===== config.mk =====
export PLATFORM = sky130hd
export DESIGN_NAME = recursive_lock_with_fifo_waiters_core
export DESIGN_NICKNAME = d
export VERILOG_FILES = /design/src/rtl/core/rlw_pkg.sv /design/src/rtl/core/recursive_lock_with_fifo_waiters_core.sv /design/src/rtl/core/rlw_cell.sv
export SDC_FILE = /design/constraint.sdc
export NUM_CORES = 1
export LEC_CHECK = 0
export BUFFER_PORTS_ARGS = -buffer_cell sky130_fd_sc_hd__buf_2
export CAP_MARGIN = 0
export CELL_PAD_IN_SITES_DETAIL_PLACEMENT = 0
export CELL_PAD_IN_SITES_GLOBAL_PLACEMENT = 1
export CORE_ASPECT_RATIO = 0.6
export CORE_MARGIN = 2
export CORE_UTILIZATION = 50
export CTS_BUF_LIST = sky130_fd_sc_hd__clkbuf_8
export DETAILED_ROUTE_END_ITERATION = 7
export PLACE_DENSITY = 0.79
export SLEW_MARGIN = 15
export SYNTH_ARGS = -nofsm -noshare
export SYNTH_HDL_FRONTEND = slang
export SYNTH_SLANG_ARGS = --single-unit

===== constraint.sdc =====
create_clock -name clk_i -period 3.1 [get_ports clk_i]
set_clock_uncertainty 0.1 [all_clocks]
set_input_delay 0.775 -clock clk_i [delete_from_list [all_inputs] [get_ports clk_i]]
set_output_delay 0.775 -clock clk_i [all_outputs]
set_load 0.01 [all_outputs]

===== src/rtl/core/rlw_pkg.sv =====
// Shared types and constants of the recursive lock with FIFO waiters.
// Used by the queue cells, the core and the port checker; no dependencies.
package rlw_pkg;

  localparam int unsigned QUEUE_DEPTH_DEF = 16;
  localparam int unsigned ID_BITS_DEF     = 4;
  localparam int unsigned COUNT_BITS_DEF  = 8;
  localparam int unsigned NEST_W          = 8;
  localparam int unsigned STATUS_W        = 3;

  typedef enum logic [STATUS_W-1:0] {
    ST_GRANTED         = 3'd0,
    ST_QUEUED          = 3'd1,
    ST_RELEASED        = 3'd2,
    ST_NOT_HOLDER      = 3'd3,
    ST_ALREADY_WAITING = 3'd4,
    ST_QUEUE_FULL      = 3'd5,
    ST_COUNT_OVERFLOW  = 3'd6
  } status_e;

  typedef enum logic {
    KIND_ACQUIRE = 1'b0,
    KIND_RELEASE = 1'b1
  } kind_e;

  typedef struct packed {
    logic cmp;
    logic shift;
  } cell_ctl_t;

endpackage


===== src/rtl/core/recursive_lock_with_fifo_waiters_core.sv =====
// Top level of the recursive lock with a FIFO of waiting thread ids.
// Holds the lock state and a chain of rlw_cell queue cells; uses rlw_pkg.
//
// channel   direction  handshake               word
// request   in         start_i while !busy_o   kind_i, thread_id_i
// result    out        done_o, one cycle       status_o, wake_valid_o,
//                                              wake_thread_o, nest_count_o
//
// For each request, the accept edge has every cell compare its id with the
// requester, and the next edge combines the cell hits and updates the lock,
// the queue and the result registers. done_o is high in the cycle after
// busy_o, and a new request may be accepted in that same cycle.
// Reset clears the lock state and the fill count; no clearing pass is run.
// The receiver cannot stall; a result is shown for one cycle only.
module recursive_lock_with_fifo_waiters_core #(
  parameter int unsigned QUEUE_DEPTH = rlw_pkg::QUEUE_DEPTH_DEF,
  parameter int unsigned ID_BITS     = rlw_pkg::ID_BITS_DEF,
  parameter int unsigned COUNT_BITS  = rlw_pkg::COUNT_BITS_DEF
) (
  input  logic                         clk_i,
  input  logic                         rst_ni,
  input  logic                         start_i,
  output logic                         busy_o,
  input  logic                         kind_i,
  input  logic [ID_BITS-1:0]           thread_id_i,
  output logic                         done_o,
  output logic [rlw_pkg::STATUS_W-1:0] status_o,
  output logic                         wake_valid_o,
  output logic [ID_BITS-1:0]           wake_thread_o,
  output logic [rlw_pkg::NEST_W-1:0]   nest_count_o
);

  localparam int unsigned FILL_W = $clog2(QUEUE_DEPTH + 1);
  localparam logic [FILL_W-1:0] FILL_FULL = FILL_W'(QUEUE_DEPTH);
  localparam logic [COUNT_BITS-1:0] COUNT_MAX = '1;
  localparam logic [COUNT_BITS-1:0] COUNT_ONE = COUNT_BITS'(1);

  logic                  accept;
  logic                  busy_q;
  logic                  kind_q;
  logic [ID_BITS-1:0]    tid_q;
  logic [ID_BITS-1:0]    tid_cell;
  logic                  free_q, free_d;
  logic [ID_BITS-1:0]    holder_q, holder_d;
  logic [COUNT_BITS-1:0] count_q, count_d;
  logic [FILL_W-1:0]     fill_q, fill_d;
  logic                  push, pop, any_hit;
  rlw_pkg::status_e      status_d;
  logic                  wake_d;
  logic [ID_BITS-1:0]    wake_thread_d;
  logic [rlw_pkg::NEST_W+COUNT_BITS-1:0] nest_ext;

  logic                  done_q;
  logic [rlw_pkg::STATUS_W-1:0] status_q;
  logic                  wake_q;
  logic [ID_BITS-1:0]    wake_thread_q;
  logic [rlw_pkg::NEST_W-1:0] nest_q;

  rlw_pkg::cell_ctl_t    ctl;
  logic [ID_BITS-1:0]    cell_id [QUEUE_DEPTH];
  logic [QUEUE_DEPTH-1:0] cell_hit;

  assign accept    = start_i && !busy_q;
  assign tid_cell  = accept ? thread_id_i : tid_q;
  assign ctl.cmp   = accept;
  assign ctl.shift = pop;
  assign any_hit   = |cell_hit;

  for (genvar i = 0; i < QUEUE_DEPTH; i++) begin : g_cell
    logic [ID_BITS-1:0] next_id;
    if (i == QUEUE_DEPTH - 1) begin : g_tail
      assign next_id = cell_id[i];
    end else begin : g_mid
      assign next_id = cell_id[i+1];
    end
    rlw_cell #(
      .ID_BITS(ID_BITS)
    ) u_cell (
      .clk_i    (clk_i),
      .rst_ni   (rst_ni),
      .ctl_i    (ctl),
      .occ_i    (fill_q > FILL_W'(i)),
      .push_i   (push && (fill_q == FILL_W'(i))),
      .tid_i    (tid_cell),
      .next_id_i(next_id),
      .id_o     (cell_id[i]),
      .hit_o    (cell_hit[i])
    );
  end

  always_comb begin
    free_d        = free_q;
    holder_d      = holder_q;
    count_d       = count_q;
    fill_d        = fill_q;
    push          = 1'b0;
    pop           = 1'b0;
    wake_d        = 1'b0;
    wake_thread_d = '0;
    status_d      = rlw_pkg::ST_GRANTED;
    if (busy_q) begin
      if (kind_q == rlw_pkg::KIND_ACQUIRE) begin
        if (!free_q && (holder_q == tid_q)) begin
          if (count_q == COUNT_MAX) begin
            status_d = rlw_pkg::ST_COUNT_OVERFLOW;
          end else begin
            count_d = count_q + COUNT_ONE;
          end
        end else if (free_q) begin
          free_d   = 1'b0;
          holder_d = tid_q;
          count_d  = COUNT_ONE;
        end else if (any_hit) begin
          status_d = rlw_pkg::ST_ALREADY_WAITING;
        end else if (fill_q == FILL_FULL) begin
          status_d = rlw_pkg::ST_QUEUE_FULL;
        end else begin
          push     = 1'b1;
          fill_d   = fill_q + FILL_W'(1);
          status_d = rlw_pkg::ST_QUEUED;
        end
      end else begin
        if (free_q || (holder_q != tid_q)) begin
          status_d = rlw_pkg::ST_NOT_HOLDER;
        end else if (count_q > COUNT_ONE) begin
          count_d  = count_q - COUNT_ONE;
          status_d = rlw_pkg::ST_RELEASED;
        end else begin
          free_d   = 1'b1;
          holder_d = '0;
          count_d  = '0;
          status_d = rlw_pkg::ST_RELEASED;
          if (fill_q != '0) begin
            pop           = 1'b1;
            wake_d        = 1'b1;
            wake_thread_d = cell_id[0];
            fill_d        = fill_q - FILL_W'(1);
          end
        end
      end
    end
  end

  assign nest_ext = {{rlw_pkg::NEST_W{1'b0}}, count_d};

  always_ff @(posedge clk_i or negedge rst_ni) begin
    if (!rst_ni) begin
      busy_q   <= 1'b0;
      done_q   <= 1'b0;
      free_q   <= 1'b1;
      holder_q <= '0;
      count_q  <= '0;
      fill_q   <= '0;
    end else begin
      busy_q   <= accept;
      done_q   <= busy_q;
      free_q   <= free_d;
      holder_q <= holder_d;
      count_q  <= count_d;
      fill_q   <= fill_d;
    end
  end

  always_ff @(posedge clk_i) begin
    if (accept) begin
      kind_q <= kind_i;
      tid_q  <= thread_id_i;
    end
    if (busy_q) begin
      status_q      <= status_d;
      wake_q        <= wake_d;
      wake_thread_q <= wake_thread_d;
      nest_q        <= nest_ext[rlw_pkg::NEST_W-1:0];
    end
  end

  assign busy_o        = busy_q;
  assign done_o        = done_q;
  assign status_o      = status_q;
  assign wake_valid_o  = wake_q;
  assign wake_thread_o = wake_thread_q;
  assign nest_count_o  = nest_q;

endmodule


===== src/rtl/core/rlw_cell.sv =====
// One wait-queue cell: holds one waiting thread id, compares it with the
// requester and hands its id toward the head on a pop. Depends on rlw_pkg.
module rlw_cell #(
  parameter int unsigned ID_BITS = rlw_pkg::ID_BITS_DEF
) (
  input  logic               clk_i,
  input  logic               rst_ni,
  input  rlw_pkg::cell_ctl_t ctl_i,
  input  logic               occ_i,
  input  logic               push_i,
  input  logic [ID_BITS-1:0] tid_i,
  input  logic [ID_BITS-1:0] next_id_i,
  output logic [ID_BITS-1:0] id_o,
  output logic               hit_o
);

  logic [ID_BITS-1:0] id_q, id_d;
  logic               hit_q, hit_d;

  always_comb begin
    id_d = id_q;
    if (push_i) begin
      id_d = tid_i;
    end else if (ctl_i.shift) begin
      id_d = next_id_i;
    end
  end

  assign hit_d = ctl_i.cmp ? (occ_i && (id_q == tid_i)) : hit_q;

  always_ff @(posedge clk_i) begin
    id_q <= id_d;
  end

  always_ff @(posedge clk_i or negedge rst_ni) begin
    if (!rst_ni) begin
      hit_q <= 1'b0;
    end else begin
      hit_q <= hit_d;
    end
  end

  assign id_o  = id_q;
  assign hit_o = hit_q;

endmodule


Word-level counts from Yosys, hierarchy flattened
Index checks and enable logic that the tools add are counted.
{"block": "totals", "ff_bits": 121, "inputBits": 8}
{"block": "op_classes", "addsub": 4, "order_cmp": 17, "n_reduce_logical": 60, "n_eq_ne": 42, "mux": 73, "n_bitwise": 2}
{"op": "two-way mux 4 bit", "n": 36}
{"op": "== test 4 bit", "n": 17}
{"op": "two-way mux 8 bit", "n": 7}
{"op": "== test 5 x 4 -> 1 bit (second input constant)", "n": 8}
{"op": "> comparator 5 x 4 -> 1 bit (second input constant)", "n": 8}
{"op": "two-way mux 5 bit", "n": 8}
{"op": "logical AND 1 bit", "n": 34}
{"op": "nonzero test 2 bit", "n": 16}
{"op": "== test 5 x 3 -> 1 bit (second input constant)", "n": 4}
{"op": "> comparator 5 x 3 -> 1 bit (second input constant)", "n": 4}
{"op": "two-way mux 3 bit", "n": 6}
{"op": "two-way mux 1 bit", "n": 16}
{"op": "OR reduction 16 bit", "n": 1}
{"op": "inequality test 2 bit (second input constant)", "n": 6}
{"op": "== test 5 x 2 -> 1 bit (second input constant)", "n": 2}
{"op": "> comparator 5 x 1 -> 1 bit (second input constant)", "n": 2}
{"op": "> comparator 5 x 2 -> 1 bit (second input constant)", "n": 2}
{"op": "adder 8 x 1 -> 8 bit (second input constant)", "n": 1}
{"op": "== test 8 bit (second input constant)", "n": 1}
{"op": "> comparator 8 x 1 -> 1 bit (second input constant)", "n": 1}
{"op": "AND reduction 8 bit", "n": 1}
{"op": "subtractor 8 x 1 -> 8 bit (second input constant)", "n": 1}
{"op": "adder 5 x 1 -> 5 bit (second input constant)", "n": 1}
{"op": "== test 5 x 1 -> 1 bit (second input constant)", "n": 1}
{"op": "12 further kinds", "n": 14}

Depth between registers and ports, before layout
Gate-level depths: netlist of run 1.
{"block": "depth", "depth_word": 9, "mapped_depth": 9, "ltp_nobuf": 8}

By module
From an unflattened synthesis of run 1, not the netlist that was laid out.
{"block": "hier_totals", "cells_unflattened": 581, "hier_area_um2": 6811.5}
{"mod": "rlw_cell", "cells_each": 18, "seq_area_each_um2": 145.1, "instances": 16, "area_per_inst_um2": 257.7}
{"mod": "recursive_lock_with_fifo_waiters_core", "cells_each": 293, "seq_area_each_um2": 1092.3, "instances": 1, "area_per_inst_um2": 2687.6}

Worst setup path before layout of run 1
Ideal clock, no wire load.
{"block": "synth_timing", "path_kind": "flip-flop to flip-flop", "from": "register busy_q, in the netlist busy_o", "to": "register g_cell[0].u_cell.id_q[3] (data pin)", "path_slack_ns": 0.304, "stages_incl_launch_ff": 9, "setup_ns": 0.260, "t_arrival_ns": 2.436, "n_path_buf": 2, "path_cell_list": "dfrtp_1 > inv_1 > nand2_2 > inv_2 > mux2i_4 > inv_1 > buf_2 > clkbuf_1 > mux2_2"}
{"block": "synth_between", "elab_chain_len": 4}
{"item": "from (decl)", "line": "recursive_lock_with_fifo_waiters_core.sv:39", "source": "logic busy_q;"}
{"item": "from (signal assigned)", "line": "recursive_lock_with_fifo_waiters_core.sv:155", "source": "busy_q <= accept;"}
{"item": "zero test 1 bit", "line": "recursive_lock_with_fifo_waiters_core.sv:63", "source": "assign accept = start_i && !busy_q;"}
{"item": "logical AND 1 bit", "line": "recursive_lock_with_fifo_waiters_core.sv:63"}
{"item": "via accept", "line": "recursive_lock_with_fifo_waiters_core.sv:38", "source": "logic accept;"}
{"item": "two-way mux 4 bit"}
{"item": "via g_cell[0].u_cell.tid_i[3]", "line": "rlw_cell.sv:11", "source": "input logic [ID_BITS-1:0] tid_i,"}
{"item": "two-way mux 4 bit", "line": "rlw_cell.sv:22", "source": "if (push_i) begin"}
{"item": "via g_cell[0].u_cell.id_d[3]", "line": "rlw_cell.sv:17", "source": "logic [ID_BITS-1:0] id_q, id_d;"}
{"item": "to (signal assigned)", "line": "rlw_cell.sv:32", "source": "id_q <= id_d;"}
{"item": "to (decl)", "line": "rlw_cell.sv:17"}
The timed path passes the listed nets, and every way through them passes these cells.
A chain may end at the register's enable or synchronous reset.

Worst setup path in the final report of run 1
{"block": "layout_timing", "from": "register count_q[3]", "to": "register g_cell[14].u_cell.id_q[3], enable pin"}
{"block": "layout_between", "elab_chain_len": 6}
{"item": "from (decl)", "line": "recursive_lock_with_fifo_waiters_core.sv:45", "source": "logic [COUNT_BITS-1:0] count_q, count_d;"}
{"item": "from (signal assigned)", "line": "recursive_lock_with_fifo_waiters_core.sv:159", "source": "count_q <= count_d;"}
{"item": "> comparator 8 x 1 -> 1 bit", "line": "recursive_lock_with_fifo_waiters_core.sv:125", "source": "end else if (count_q > COUNT_ONE) begin"}
{"item": "two-way mux 1 bit", "line": "recursive_lock_with_fifo_waiters_core.sv:125"}
{"item": "two-way mux 1 bit", "line": "recursive_lock_with_fifo_waiters_core.sv:123", "source": "if (free_q || (holder_q != tid_q)) begin"}
{"item": "two-way mux 1 bit", "line": "recursive_lock_with_fifo_waiters_core.sv:102", "source": "if (kind_q == rlw_pkg::KIND_ACQUIRE) begin"}
{"item": "two-way mux 1 bit", "line": "recursive_lock_with_fifo_waiters_core.sv:101", "source": "if (busy_q) begin"}
{"item": "nonzero test 2 bit (no line)"}
{"item": "to (signal assigned)", "line": "rlw_cell.sv:32"}
{"item": "to (decl)", "line": "rlw_cell.sv:17"}
Every way passes these cells.

==> impl_metrics.prom, run 1 <==
# TYPE chip_impl_metric gauge
chip_impl_info{name="ys_top_cells_by_count",value="81 x sky130_fd_sc_hd__edfxtp_1, 61 x sky130_fd_sc_hd__mux2_2, 55 x sky130_fd_sc_hd__xnor2_1"} 1
chip_impl_info{name="setup.worst_path.start",value="count_q[3]$_DFF_PN0_"} 1
chip_impl_metric{name="detailedPlacementHpwl",unit="um"} 12000
chip_impl_info{name="r2r-start",value="count_q[3]$_DFF_PN0_"} 1
chip_impl_metric{name="floorplan.core_area",unit="sq mm"} 0.0129
chip_impl_metric{name="max_clock_freq",unit="MHz"} 351
chip_impl_metric{name="postSynthRegisterBits",unit=""} 121
chip_impl_info{name="synth_top_family_by_area",value="simple AND/OR/NAND/NOR gates"} 1
chip_impl_metric{name="wl",unit="um"} 17100
chip_impl_metric{name="insertion_delay",unit="ns"} 0.45
chip_impl_metric{name="insertedDiodeCount",unit=""} 0
chip_impl_info{name="synth_top_flop_cell",value="sky130_fd_sc_hd__edfxtp_1"} 1
chip_impl_metric{name="synth_nets",unit=""} 598
chip_impl_metric{name="yosys.area_share.simple",unit="%"} 13.4
chip_impl_metric{name="first_global_vias",unit=""} 4614
chip_impl_metric{name="yosys.area_share.xor_xnor",unit="%"} 9.22
chip_impl_metric{name="cts-resized-gates",unit=""} 0
chip_impl_metric{name="postSynthAreaPerCell",unit="sq um"} 11.5
chip_impl_info{name="setup.worst_path.start_class",value="register"} 1
chip_impl_metric{name="critPathMaxFanout",unit=""} 15
chip_impl_metric{name="layout-drive-gt1-share",unit="%"} 25.1
chip_impl_metric{name="grt_antenna_before_repair",unit=""} 0
chip_impl_metric{name="io-pin-count",unit=""} 26
chip_impl_metric{name="max-slew-margin-rel",unit="%"} 35.8
chip_impl_metric{name="post-layout-total-power",unit="mW"} 5.21
chip_impl_metric{name="synth.cell_area",unit="sq mm"} 0.00665
chip_impl_metric{name="routed_via_density",unit=""} 6.19
chip_impl_info{name="clock_tree.root_cell",value="sky130_fd_sc_hd__clkbuf_8"} 1
chip_impl_metric{name="synthesis.yosys.warnings",unit=""} 0
chip_impl_metric{name="drt.antenna.violating_nets",unit=""} 0
chip_impl_metric{name="area_delta_synth_final",unit="%"} 12.0
chip_impl_metric{name="die-area",unit="sq mm"} 0.0143
chip_impl_info{name="top_count_cell_post_synth",value="sky130_fd_sc_hd__edfxtp_1"} 1
chip_impl_metric{name="ys_seq_area_share",unit="%"} 51.3
chip_impl_info{name="outcome",value="finished clean"} 1
chip_impl_metric{name="fp.dieW",unit="um"} 153
chip_impl_info{name="worstSetupPathType",value="register to register"} 1
chip_impl_info{name="worst_hold_path_type",value="primary input to async pin"} 1
chip_impl_metric{name="power_per_cell_area",unit="mW/mm^2"} 699
chip_impl_metric{name="synth_adder_area_share",unit="%"} 2.07
chip_impl_metric{name="grt_remaining_overflow",unit=""} 0
chip_impl_metric{name="postCtsHoldBufs",unit=""} 0
chip_impl_metric{name="synth_enable_flop_cells",unit=""} 81
chip_impl_metric{name="std_cell_rows",unit=""} 32
chip_impl_info{name="ys_top_cells_by_area",value="sky130_fd_sc_hd__edfxtp_1 37%, sky130_fd_sc_hd__dfrtp_1 13%, sky130_fd_sc_hd__mux2_2 10%, sky130_fd_sc_hd__xnor2_1 7.2%, sky130_fd_sc_hd__nand3_1 3.2%"} 1
chip_impl_metric{name="post-synth-top-area-fraction",unit="%"} 36.6
chip_impl_metric{name="die_h",unit="um"} 93.4
chip_impl_metric{name="post_synth_inst_count",unit=""} 579
chip_impl_metric{name="max_slew.worst_pin.slew",unit="ns"} 0.962
chip_impl_metric{name="first_pass_grt_wire_length",unit="um"} 27100
chip_impl_metric{name="worst_ep_required_time",unit="ns"} 3.13
chip_impl_metric{name="routabilityCongestion",unit=""} 0.917
chip_impl_metric{name="cts.clk_slew.worst_paths",unit="ns"} 0.07
chip_impl_metric{name="vdd.ir_drop.worst",unit="V"} 0.000328
chip_impl_metric{name="hold-worst-slack",unit="ns"} 0.346
chip_impl_metric{name="dp_slack",unit="ns"} 0.173
chip_impl_metric{name="cp.arrival",unit="ns"} 2.88
chip_impl_metric{name="yosysUniqueCellTypes",unit=""} 61
chip_impl_metric{name="htree_num_levels",unit=""} 4
chip_impl_metric{name="cts_buffers",unit=""} 17
chip_impl_metric{name="timing.final.max_slew_violations",unit=""} 0
chip_impl_metric{name="detail_route.iter0.violations",unit=""} 475
chip_impl_metric{name="asyncSetResetFlopFracSynth",unit="%"} 29.8
chip_impl_metric{name="grt_util_all_layers",unit="%"} 25.1
chip_impl_info{name="worstSetupEndpointType",value="register"} 1
chip_impl_metric{name="post_dp_cell_area",unit="sq mm"} 0.00701
chip_impl_metric{name="final_hold_violating_endpoints",unit=""} 0
chip_impl_info{name="tritoncts",value="yes"} 1
chip_impl_metric{name="finalWorstSetupSlack",unit="ns"} 0.250
chip_impl_metric{name="cts.path.max_buffers",unit=""} 2
chip_impl_metric{name="yosys-mux-area-fraction",unit="%"} 11.9
chip_impl_metric{name="final_nets",unit=""} 628
chip_impl_metric{name="largest_net_degree_at_the_start_of_global_routing",unit=""} 37
chip_impl_metric{name="synth_compound_area_share",unit="%"} 8.90
chip_impl_metric{name="total_leakage_power",unit="nW"} 2.78
chip_impl_metric{name="routed_wire_length_per_instance",unit="um"} 21.6
chip_impl_info{name="synth.largest_area_cell",value="sky130_fd_sc_hd__edfxtp_1"} 1
chip_impl_metric{name="fin_tns_setup",unit="ns"} 0
chip_impl_metric{name="detailedRoute.firstPassIterationCount",unit=""} 5
chip_impl_metric{name="numClockSinks",unit=""} 121
chip_impl_metric{name="setup-violations-final",unit=""} 0
chip_impl_metric{name="drc_errors",unit=""} 0
chip_impl_metric{name="final_instance_area",unit="sq mm"} 0.00745
chip_impl_metric{name="layout_worst_path_cycle_share",unit="%"} 91.9
chip_impl_info{name="unrepaired_setup_endpoints_after_global_routing",value="false"} 1
chip_impl_metric{name="port_buffers",unit=""} 25
chip_impl_metric{name="vias",unit=""} 4901
chip_impl_metric{name="floorplan.initialDensity",unit="%"} 51.4
chip_impl_metric{name="post_cts_buffers",unit=""} 0
chip_impl_metric{name="drv_cap",unit=""} 0
chip_impl_metric{name="fill_cells",unit=""} 1076
chip_impl_metric{name="timing.final.crit_period",unit="ns"} 2.85
path summary, 6_finish.rpt:
| check | end | slack (ns) | cells past startpoint |
|---|---|---|---|
| max | g_cell[14].u_cell.id_o[3]$_DFFE_PP_ | 0.25 | 5 |
| min | count_q[3]$_DFF_PN0_ | 0.35 | 1 |
| max reg2reg | g_cell[14].u_cell.id_o[3]$_DFFE_PP_ | 0.25 | 5 |
| min reg2reg | g_cell[7].u_cell.hit_o$_DFFE_PN0P_ | 0.38 | 2 |
| max in group asynchronous | g_cell[4].u_cell.hit_o$_DFFE_PN0P_ | 1.97 | 1 |
| min in group clk_i | g_cell[7].u_cell.hit_o$_DFFE_PN0P_ | 0.38 | 2 |
cell usage in the layout, fill, tap and decap left out, drive strengths merged, types with 6 or more instances in the layout:
cell / instances
nor4: 12
o41ai: 10
mux2i: 8
xor2: 15
dfrtp: 35
o21ai: 17
clkbuf: 23
buf: 47
a32o: 6
nor3: 6
nand2: 51
edfxtp: 81
inv: 17
nor2: 27
a21oi: 12
mux2: 61
a31oi: 8
ha: 11
xnor2: 55
or4: 6
nand3: 43
metrics by stage:
stage                     util, %  cells
after floorplan                 -    579
final                        57.6    792
after detailed placement     54.2    760
after global routing         57.6    792
after global placement       54.2    760
after CTS                    57.6    792
sequential cells by signal, indices dropped and copies added, names as in the netlist:
name / flops
done_o: 1
busy_o: 1
free_q: 1
holder_q: 4
g_cell.u_cell.id_o: 64
status_o: 3
g_cell.u_cell.hit_o: 16
fill_q: 5
count_q: 8
wake_valid_o: 1
kind_q: 1
tid_q: 4
nest_count_o: 8
wake_thread_o: 4
worst max-delay path: stages, from the launching register on:
cell                      delay, ns
sky130_fd_sc_hd__dfrtp_1       0.49
sky130_fd_sc_hd__or4_4         0.58
sky130_fd_sc_hd__or4_4         0.56
sky130_fd_sc_hd__nor4_4        0.35
sky130_fd_sc_hd__nand2_4       0.21
sky130_fd_sc_hd__nand2_1       0.25
routing by layer:
| layer | track usage, % | vias to the layer above | part of all wire (%) |
|---|---|---|---|
| met1 | 40.3 | 2402 | 50 |
| li1 | - | 2209 | - |
| met2 | 32.1 | 264 | 38 |
| met5 | 0 | - | 0 |
| met4 | 7.41 | 0 | 1.4 |
| met3 | 6.81 | 26 | 11 |
cells by family after synthesis:
| logic type | count (synthesis) |
|---|---|
| mux | 69 |
| simple gates | 174 |
| compound gates | 83 |
| fa+ha+maj | 11 |
| flops | 121 |
| buf+inv | 51 |
| xor+xnor | 70 |
layout make-up:
cell class,count,area (sq um),area share (%)
tap,170,213,2.85
timing repair buffer,47,303,4.06
clock buffer,23,317,4.25
clock inverter,9,121,1.63
multi-input combinational,407,3030,40.6
inverter,15,56.3,0.756
sequential,121,3410,45.8
where the power goes:
group	internal, mW	switching [mW]
combinational	0.557	0.933
sequential	1.89	0.272
clock	0.915	0.641
total	3.36	1.85
No activity file was read; power rests on OpenSTA's default activity.
==> run 2: changes to the inputs <==
--- a/config.mk
+++ b/config.mk
@@ -5,16 +5,19 @@
 export SDC_FILE = /design/constraint.sdc
 export NUM_CORES = 1
 export LEC_CHECK = 0
+export ABC_AREA = 1
 export BUFFER_PORTS_ARGS = -buffer_cell sky130_fd_sc_hd__buf_2
 export CAP_MARGIN = 0
 export CELL_PAD_IN_SITES_DETAIL_PLACEMENT = 0
 export CELL_PAD_IN_SITES_GLOBAL_PLACEMENT = 1
 export CORE_ASPECT_RATIO = 0.6
 export CORE_MARGIN = 2
-export CORE_UTILIZATION = 50
+export CORE_UTILIZATION = 49
 export CTS_BUF_LIST = sky130_fd_sc_hd__clkbuf_8
 export DETAILED_ROUTE_END_ITERATION = 7
-export PLACE_DENSITY = 0.79
+export GPL_TIMING_DRIVEN = 1
+export PLACE_DENSITY = 0.82
+export SKIP_LAST_GASP = 1
 export SLEW_MARGIN = 15
 export SYNTH_ARGS = -nofsm -noshare
 export SYNTH_HDL_FRONTEND = slang
==> impl_metrics.prom, run 2 <==
# TYPE chip_impl_metric gauge
chip_impl_info{name="setup.worst_path.start_class",value="register"} 1
chip_impl_info{name="most-common-layout-cells",value="258 x sky130_fd_sc_hd__nand2_1, 81 x sky130_fd_sc_hd__edfxtp_1, 74 x sky130_fd_sc_hd__inv_1"} 1
chip_impl_metric{name="wl",unit="um"} 20300
chip_impl_metric{name="critPathMaxStageDelay",unit="ns"} 0.46
chip_impl_metric{name="timing.final.max_slew_violations",unit=""} 0
chip_impl_metric{name="max_slew.worst_pin.slew",unit="ns"} 0.948
chip_impl_metric{name="power_per_cell_area",unit="mW/mm^2"} 700
chip_impl_metric{name="dp_slack",unit="ns"} 0.386
chip_impl_metric{name="cts.clk_slew.worst_paths",unit="ns"} 0.08
chip_impl_metric{name="final_hold_violating_endpoints",unit=""} 0
chip_impl_info{name="synth.largest_area_cell",value="sky130_fd_sc_hd__edfxtp_1"} 1
chip_impl_info{name="ys_top_cells_by_count",value="258 x sky130_fd_sc_hd__nand2_1, 81 x sky130_fd_sc_hd__edfxtp_1, 74 x sky130_fd_sc_hd__inv_1"} 1
chip_impl_metric{name="routed_via_density",unit=""} 5.57
chip_impl_metric{name="finalWorstSetupSlack",unit="ns"} 0.383
chip_impl_metric{name="postCtsHoldBufs",unit=""} 0
chip_impl_metric{name="floorplan.core_area",unit="sq mm"} 0.0144
chip_impl_metric{name="std_cell_rows",unit=""} 34
chip_impl_metric{name="final_nets",unit=""} 905
chip_impl_metric{name="final_instance_area",unit="sq mm"} 0.00790
chip_impl_metric{name="insertion_delay",unit="ns"} 0.43
chip_impl_metric{name="io-pin-count",unit=""} 26
chip_impl_info{name="clock_tree.root_cell",value="sky130_fd_sc_hd__clkbuf_8"} 1
chip_impl_info{name="most_common_cell_after_layout_fill_and_taps_aside",value="sky130_fd_sc_hd__nand2_1"} 1
chip_impl_metric{name="timing.final.crit_period",unit="ns"} 2.72
chip_impl_metric{name="htree_num_levels",unit=""} 4
chip_impl_metric{name="setup-violations-final",unit=""} 0
chip_impl_metric{name="grt_util_all_layers",unit="%"} 27.0
chip_impl_metric{name="drc_errors",unit=""} 0
chip_impl_metric{name="area_delta_synth_final",unit="%"} 10.4
chip_impl_metric{name="fin_tns_setup",unit="ns"} 0
chip_impl_info{name="outcome",value="finished clean"} 1
chip_impl_metric{name="drv_cap",unit=""} 0
chip_impl_metric{name="max-slew-margin-rel",unit="%"} 36.8
chip_impl_metric{name="ys_seq_area_share",unit="%"} 47.7
chip_impl_metric{name="post-synth-top-area-fraction",unit="%"} 34.0
chip_impl_info{name="top_count_cell_post_synth",value="sky130_fd_sc_hd__nand2_1"} 1
chip_impl_metric{name="synthesis.yosys.warnings",unit=""} 0
chip_impl_info{name="worstReg2RegEnd",value="g_cell[10].u_cell.id_o[1]$_DFFE_PP_"} 1
chip_impl_info{name="critical-path-top-cell-by-count",value="sky130_fd_sc_hd__nand2_1"} 1
chip_impl_metric{name="asyncSetResetFlopFracSynth",unit="%"} 29.8
chip_impl_info{name="tritoncts",value="yes"} 1
chip_impl_info{name="synth_top_flop_cell",value="sky130_fd_sc_hd__edfxtp_1"} 1
chip_impl_info{name="worst_hold_path_type",value="primary input to async pin"} 1
chip_impl_metric{name="die_h",unit="um"} 97.6
chip_impl_metric{name="largest_reg_flops",unit=""} 64
chip_impl_metric{name="cts_buffers",unit=""} 17
chip_impl_info{name="kind_of_cell_with_the_highest_combined_delay_on_the_critical_path",value="simple AND/OR/NAND/NOR gates"} 1
chip_impl_metric{name="largest_net_degree_at_the_start_of_global_routing",unit=""} 37
chip_impl_metric{name="detail_route.iter0.violations",unit=""} 711
chip_impl_info{name="unrepaired_setup_endpoints_after_global_routing",value="false"} 1
chip_impl_metric{name="port_buffers",unit=""} 25
chip_impl_info{name="worstSetupPathType",value="register to register"} 1
chip_impl_metric{name="routabilityCongestion",unit=""} 0.907
chip_impl_metric{name="cts.path.max_buffers",unit=""} 2
chip_impl_metric{name="layout_worst_path_cycle_share",unit="%"} 87.6
chip_impl_metric{name="post_dp_cell_area",unit="sq mm"} 0.00749
chip_impl_metric{name="critical_path_buf_inv_count",unit=""} 2
chip_impl_metric{name="drt.antenna.violating_nets",unit=""} 0
chip_impl_metric{name="floorplan.initialDensity",unit="%"} 49.8
chip_impl_metric{name="synth_enable_flop_cells",unit=""} 81
chip_impl_metric{name="post_synth_inst_count",unit=""} 852
chip_impl_metric{name="first_global_vias",unit=""} 5759
chip_impl_metric{name="synth_nets",unit=""} 871
chip_impl_metric{name="worst_ep_required_time",unit="ns"} 3.13
chip_impl_metric{name="die-area",unit="sq mm"} 0.0156
chip_impl_metric{name="max_clock_freq",unit="MHz"} 368
chip_impl_metric{name="detailedPlacementHpwl",unit="um"} 14200
chip_impl_metric{name="insertedDiodeCount",unit=""} 0
chip_impl_metric{name="detailedRoute.firstPassIterationCount",unit=""} 5
chip_impl_info{name="cp_cell_sequence",value="inv_2 -> ha_1 -> nand3_1 -> nand2_1 -> nor2_2 -> nand2_2 -> nor2_8 -> buf_4 -> nand4_2 -> nand2_1"} 1
chip_impl_metric{name="layout-drive-gt1-share",unit="%"} 14.9
chip_impl_info{name="r2r-start",value="fill_q[0]$_DFFE_PN0P_"} 1
chip_impl_metric{name="postSynthRegisterBits",unit=""} 121
chip_impl_metric{name="grt_remaining_overflow",unit=""} 0
chip_impl_metric{name="synth.cell_area",unit="sq mm"} 0.00716
chip_impl_metric{name="timing.reg2reg.worst_path_depth",unit=""} 10
chip_impl_metric{name="fp.dieW",unit="um"} 160
chip_impl_metric{name="yosysUniqueCellTypes",unit=""} 46
chip_impl_metric{name="critPathMaxFanout",unit=""} 12
chip_impl_metric{name="first_pass_grt_wire_length",unit="um"} 32100
chip_impl_metric{name="worst-r2r-setup-slack",unit="ns"} 0.38
chip_impl_metric{name="cts-resized-gates",unit=""} 0
chip_impl_metric{name="total_leakage_power",unit="nW"} 3.66
chip_impl_metric{name="vias",unit=""} 6112
chip_impl_metric{name="grt_antenna_before_repair",unit=""} 0
chip_impl_metric{name="cp.arrival",unit="ns"} 2.74
chip_impl_metric{name="numClockSinks",unit=""} 121
chip_impl_info{name="ys_top_cells_by_area",value="sky130_fd_sc_hd__edfxtp_1 34%, sky130_fd_sc_hd__nand2_1 14%, sky130_fd_sc_hd__dfrtp_1 12%, sky130_fd_sc_hd__xor2_1 4.2%, sky130_fd_sc_hd__inv_1 3.9%"} 1
chip_impl_metric{name="vdd.ir_drop.worst",unit="V"} 0.000354
chip_impl_metric{name="finish.cell_count_without_fillers",unit=""} 1097
chip_impl_metric{name="routed_wire_length_per_instance",unit="um"} 18.5
chip_impl_metric{name="postSynthAreaPerCell",unit="sq um"} 8.40
chip_impl_info{name="slowest_stage",value="sky130_fd_sc_hd__dfrtp_1"} 1
chip_impl_metric{name="post_cts_buffers",unit=""} 0
chip_impl_metric{name="place_inst",unit=""} 1065
chip_impl_info{name="worstSetupEndpointType",value="register"} 1
## run 2: cell count changes after synthesis, sizes merged, moves of 15 or more
cell    before  now
mux2        61    0
xor2        15   34
nand2       51  270
nor2        27   74
inv         14   82
nand4        3   18
xnor2       55   17
clkbuf      27   10
o21ai       17   87
## run 2: worst max path at each step
| stage | start | endpoint | slack (ns) | depth (start not counted) |
|---|---|---|---|---|
| 2_1_floorplan | fill_q[1]$_DFFE_PN0P_ | g_cell[4].u_cell.id_o[0]$_DFFE_PP_ | 0.58 | 11 |
| 3_3_place_gp | fill_q[0]$_DFFE_PN0P_ | g_cell[6].u_cell.id_o[1]$_DFFE_PP_ | 0.51 | 10 |
| 3_5_place_dp | fill_q[0]$_DFFE_PN0P_ | g_cell[10].u_cell.id_o[1]$_DFFE_PP_ | 0.39 | 10 |
| 4_1_cts | fill_q[0]$_DFFE_PN0P_ | g_cell[10].u_cell.id_o[1]$_DFFE_PP_ | 0.37 | 10 |
| 5_1_grt | fill_q[0]$_DFFE_PN0P_ | g_cell[10].u_cell.id_o[1]$_DFFE_PP_ | 0.14 | 10 |
| 6_report | fill_q[0]$_DFFE_PN0P_ | g_cell[10].u_cell.id_o[1]$_DFFE_PP_ | 0.38 | 10 |
## run 2: worst reg2reg max path, stage by stage (launching register included)
cell and delay (ns):
sky130_fd_sc_hd__dfrtp_1 0.46, sky130_fd_sc_hd__inv_2 0.18, sky130_fd_sc_hd__ha_1 0.31, sky130_fd_sc_hd__nand3_1 0.13, sky130_fd_sc_hd__nand2_1 0.08, sky130_fd_sc_hd__nor2_2 0.09
sky130_fd_sc_hd__nand2_2 0.11, sky130_fd_sc_hd__nor2_8 0.20, sky130_fd_sc_hd__buf_4 0.29, sky130_fd_sc_hd__nand4_2 0.24, sky130_fd_sc_hd__nand2_1 0.23
## run 2: through the flow
step | hold slack [ns] | util, % | total power, mW
6_report | 0.384 | 54.9 | 5.53
5_1_grt | 0.427 | 54.9 | 5.84
4_1_cts | 0.387 | 54.9 | 5.50
3_5_place_dp | 0.373 | 52.1 | 4.04
3_3_place_gp | 0.367 | 52.1 | 4.01
2_1_floorplan | 0.350 | - | 3.49
## run 2: kinds of logic after synthesis
kind of cell / count (synthesis) / share of synthesized area [%]
xor+xnor: 51 / 6.24
buf+inv: 116 / 7.34
flops: 121 / 47.7
simple gates: 433 / 27.9
fa+ha+maj: 11 / 1.92
compound gates: 120 / 8.87
## run 2: routing by layer
metal / share of wire, % / vias to the layer above / GRT usage [%]
li1: - / 2865 / -
met1: 50 / 2884 / 43.3
met2: 38 / 339 / 35.0
met3: 12 / 24 / 7.30
met4: 0.97 / 0 / 6.79
met5: 0 / - / 1.95
## run 2: layout make-up
cell class | count | area, sq um
clock buffers | 19 | 262
clock inverters | 13 | 143
fillers | 1338 | 6480
inverters | 83 | 314
multi-input cells | 615 | 3220
flip-flops and latches | 121 | 3410
well taps | 198 | 248
repair buffers | 48 | 298
## run 2: power breakdown
group	switching (mW)	total, mW	leakage, nW	internal (mW)
Clock	0.695	1.46	0.205	0.766
Sequential	0.139	2.04	1.25	1.90
Combinational	1.44	2.03	2.21	0.592
